$ cat src/rtl/bha_pkg.sv
// shared types and constants of the block handle allocator
package bha_pkg;

  // pool size and derived widths
  localparam int NUM_BLOCKS = 256;
  localparam int HND_W      = 9;
  localparam int IDX_W      = $clog2(NUM_BLOCKS);

  // request kinds
  localparam logic [1:0] KIND_ALLOC    = 2'd0;
  localparam logic [1:0] KIND_FREE     = 2'd1;
  localparam logic [1:0] KIND_FREE_ALL = 2'd2;

  // result status codes
  localparam logic [1:0] ST_DONE  = 2'd0;
  localparam logic [1:0] ST_EMPTY = 2'd1;
  localparam logic [1:0] ST_BAD   = 2'd2;

  typedef struct packed {
    logic [1:0]       kind;
    logic [HND_W-1:0] handle;
  } bha_in_t;

  typedef struct packed {
    logic [HND_W-1:0] given_handle;
    logic [1:0]       status;
    logic [HND_W-1:0] free_blocks;
    logic [HND_W-1:0] used_blocks;
  } bha_out_t;

  // one write port of a link memory
  typedef struct packed {
    logic             we;
    logic [IDX_W-1:0] addr;
    logic [HND_W-1:0] data;
  } link_wr_t;

  // sequencer states
  typedef enum logic [2:0] {
    S_IDLE,
    S_EXEC,
    S_A_LINK,
    S_F_UNLINK,
    S_F_PUSH,
    S_RESP
  } state_t;

endpackage

$ cat src/rtl/bha_link_ram.sv
// link memory: one write port, one registered read port
module bha_link_ram import bha_pkg::*; (
  input  logic             clk,
  input  link_wr_t         wr,
  input  logic [IDX_W-1:0] raddr,
  output logic [HND_W-1:0] rdata
);

  logic [HND_W-1:0] mem [NUM_BLOCKS];
  logic [HND_W-1:0] rdata_r;

  // write port
  always_ff @(posedge clk) begin
    if (wr.we) begin
      mem[wr.addr] <= wr.data;
    end
  end

  // registered read port
  always_ff @(posedge clk) begin
    rdata_r <= mem[raddr];
  end

  assign rdata = rdata_r;

endmodule

$ cat config.mk
export PLATFORM = sky130hd
export DESIGN_NAME = bha_link_ram
export DESIGN_NICKNAME = d
export VERILOG_FILES = /design/src/rtl/bha_pkg.sv /design/src/rtl/bha_link_ram.sv
export SDC_FILE = /design/constraint.sdc
export NUM_CORES = 2
export LEC_CHECK = 0
export ABC_AREA = 1
export BUFFER_PORTS_ARGS = -buffer_cell sky130_fd_sc_hd__buf_2
export CAP_MARGIN = 25
export CORE_MARGIN = 2
export CORE_UTILIZATION = 40
export DETAILED_ROUTE_END_ITERATION = 10
export HOLD_SLACK_MARGIN = 0.12
export PLACE_DENSITY = 0.61
export SYNTH_ARGS = -nofsm -noshare
export SYNTH_HDL_FRONTEND = slang
export SYNTH_SLANG_ARGS = --single-unit
$ cat constraint.sdc
create_clock -name clk -period 4.75 [get_ports clk]
set_input_delay 0.95 -clock clk [delete_from_list [all_inputs] [get_ports clk]]
set_output_delay 0.95 -clock clk [all_outputs]
set_load 0.01 [all_outputs]
==> results.json <==
{
  "nNetsFinal": 7825,
  "clk_pin_slew_worst_paths_ps": 70,
  "grt.overflow.total": 0,
  "cp.required_ps": 5580,
  "cts-root-buf": "clkbuf_16",
  "yosysWarnings": 0,
  "finalCritPeriodShare_pct": 70.7,
  "grt_first_pass_wirelength_um": 393000,
  "netlist_top_cells_area": "edfxtp_1 (74%), nand3_1 (12%), nand2_1 (9.6%)",
  "rsz0062_at_grt": "false",
  "switchingPower_uw": 9620,
  "synth_cells": 7826,
  "finalSetupViolCount": 0,
  "fin_setup_tns_ps": 0,
  "skew_ps": 37.1,
  "avgSynthCellArea_um2": 11.9,
  "hold_slack_ps": 496,
  "pwr-share-seq_pct": 53.4,
  "timing.fmax_mhz": 298,
  "cts_sinks": 2313,
  "clockPowerShare_pct": 40.4,
  "path_class": "in -> reg",
  "antenna_left": 0,
  "regArea_um2": 69400,
  "via_count": 61600,
  "fillers": 20800,
  "htreeDepth": 4,
  "combPwrFrac_pct": 6.2,
  "multi_input_comb_area_um2": 21400,
  "crit_arrival_ps": 4190,
  "cts_resized": 0,
  "maxCapViolations": 0,
  "ys_seq_elements": 2313,
  "finalWeightedCongestion": 0.888,
  "vdd_drop_max_v": 0.000335,
  "intPower_uw": 32500,
  "synth_seq_area_share_pct": 74.2,
  "syn_to_final_growth_pct": 11.7,
  "chipWidth_um": 488,
  "drc": 0,
  "p_per_area_nw_per_um2": 404,
  "hold_viol": 0,
  "post_cts_buffers": 0,
  "wl_um": 267000,
  "cts_buffer_depth": 3,
  "netlist.area_leader.share_pct": 74.0,
  "finalPower_uw": 42200,
  "io_buffers": 35,
  "critPathLaunchType": "primary input",
  "grt_max_degree": 158,
  "wire_per_inst_um": 24.2,
  "io_pins": 36,
  "first_pass_iters": 8,
  "first_global_vias": 58600,
  "drt_iter0_markers": 7618,
  "syn-num-nets": 7853,
  "max_slew.worst_pin.slew_ps": 1080,
  "clk_latency_ps": 890,
  "cts_tree": "built",
  "die_h_um": 488,
  "drive_gt1_share_pct": 7.39,
  "leakage_uw": 0.0360,
  "antenna_found_initial": 8,
  "drv_slew": 0,
  "die_area_um2": 238000,
  "dp.cells": 10600,
  "core-area_um2": 233000,
  "finalWorstPathRequiredPeriod_ps": 3360,
  "synth_cell_types": 15,
  "start_util_pct": 40.2,
  "syn_area_um2": 93500,
  "worstPathMaxFanout": 71,
  "via_per_inst": 5.59,
  "endpoint_kind": "flip-flop",
  "run_status": "complete, no violations",
  "track_usage_pct": 22.1,
  "relSlewSlack_pct": 28.3,
  "switching_share_pct": 22.8,
  "final_cells": 11000,
  "cts-hold-fix-buffers": 0,
  "cts_buffers": 225,
  "synth_top_cell_by_area": "edfxtp_1",
  "holdCritPathClass": "in -> reg",
  "dp_hpwl_um": 150000,
  "rows": 177
}
## cells by family after synthesis
group / after synthesis / share of synthesized area (%)
buf+inv: 575 / 2.97
flops: 2313 / 74.2
simple gates: 4938 / 22.9
## cell usage after synthesis
cell,n
clkinv_1,3
inv_2,3
buf_2,326
buf_4,25
inv_1,31
buf_6,15
edfxtp_1,2304
buf_1,55
inv_4,1
clkinv_2,1
clkbuf_1,115
nor2_1,283
nand3_1,2271
nand2_1,2384
dfxtp_1,9
## metrics by stage
step / util (%) / setup slack, ps / instance area, um2
after floorplan: - / 2260 / 93500
after global placement: 41.9 / 669 / 97300
after detailed placement: 41.9 / 650 / 97400
after CTS: 44.9 / 1600 / 104000
after global routing: 44.9 / 1390 / 104000
final: 44.9 / 1390 / 104000
## flip-flops by register name (all words and copies together), names as in the netlist
name   cells
rdata      9
mem     2304
## worst max-delay path: stages
cell and delay (ps):
buf_8 120, inv_8 400, buf_12 320, buf_4 590, nand3_1 150, nand3_1 130
nand3_1 180, nand3_1 250, nand3_1 310, nand2_1 290, nand2_1 110, nand2_1 100
## layout by cell type, fill, tap and decap left out, types with 5 or more instances in the layout
cell type and instances:
inv_1 31, clkinv_1 55, nand3_1 2271, buf_2 21
nor2_1 283, inv_6 5, edfxtp_1 2304, nand2_1 2384
buf_4 192, buf_8 12, dfxtp_1 9, clkbuf_16 230
clkbuf_1 54, bufinv_16 11, buf_12 48, clkinv_2 50
## final cells by class
| class | instances | area share, % |
|---|---|---|
| Tap cell | 3043 | 3.64 |
| Timing Repair Buffer | 281 | 2.68 |
| Clock inverter | 126 | 0.911 |
| Multi-Input combinational cell | 4938 | 20.5 |
| Antenna cell | 4 | 0.00958 |
| Inverter | 39 | 0.183 |
| Sequential cell | 2313 | 66.4 |
| Clock buffer | 284 | 5.70 |
## final timing paths
| kind | start | end | slack (ps) | cells after the start |
|---|---|---|---|---|
| max | raddr[2] | rdata[0] | 1390 | 12 |
| min | raddr[7] | rdata[4] | 500 | 3 |
| max reg2reg | mem[107][6] | rdata[6] | 2610 | 10 |
| min reg2reg | mem[168][4] | rdata[4] | 1020 | 10 |
## power groups by stage
| stage | clock (uW) | sequential, uW | combinational [uW] |
|---|---|---|---|
| 2_1_floorplan | 0 | 22900 | 1370 |
| 3_5_place_dp | 0 | 23000 | 2590 |
| 4_1_cts | 17200 | 22500 | 2590 |
| 6_report | 17000 | 22500 | 2610 |
| 5_1_grt | 18000 | 22500 | 2800 |
| 3_3_place_gp | 0 | 23000 | 2560 |
## routing by layer
metal	up-vias	track usage, %	routed length (um)
met2	2992	35.1	126000
met1	30300	30.3	108000
met4	2	9.25	11100
li1	27800	-	-
met5	-	0	13
met3	516	3.30	22700
Note: power is estimated with default switching activity, not from simulation.
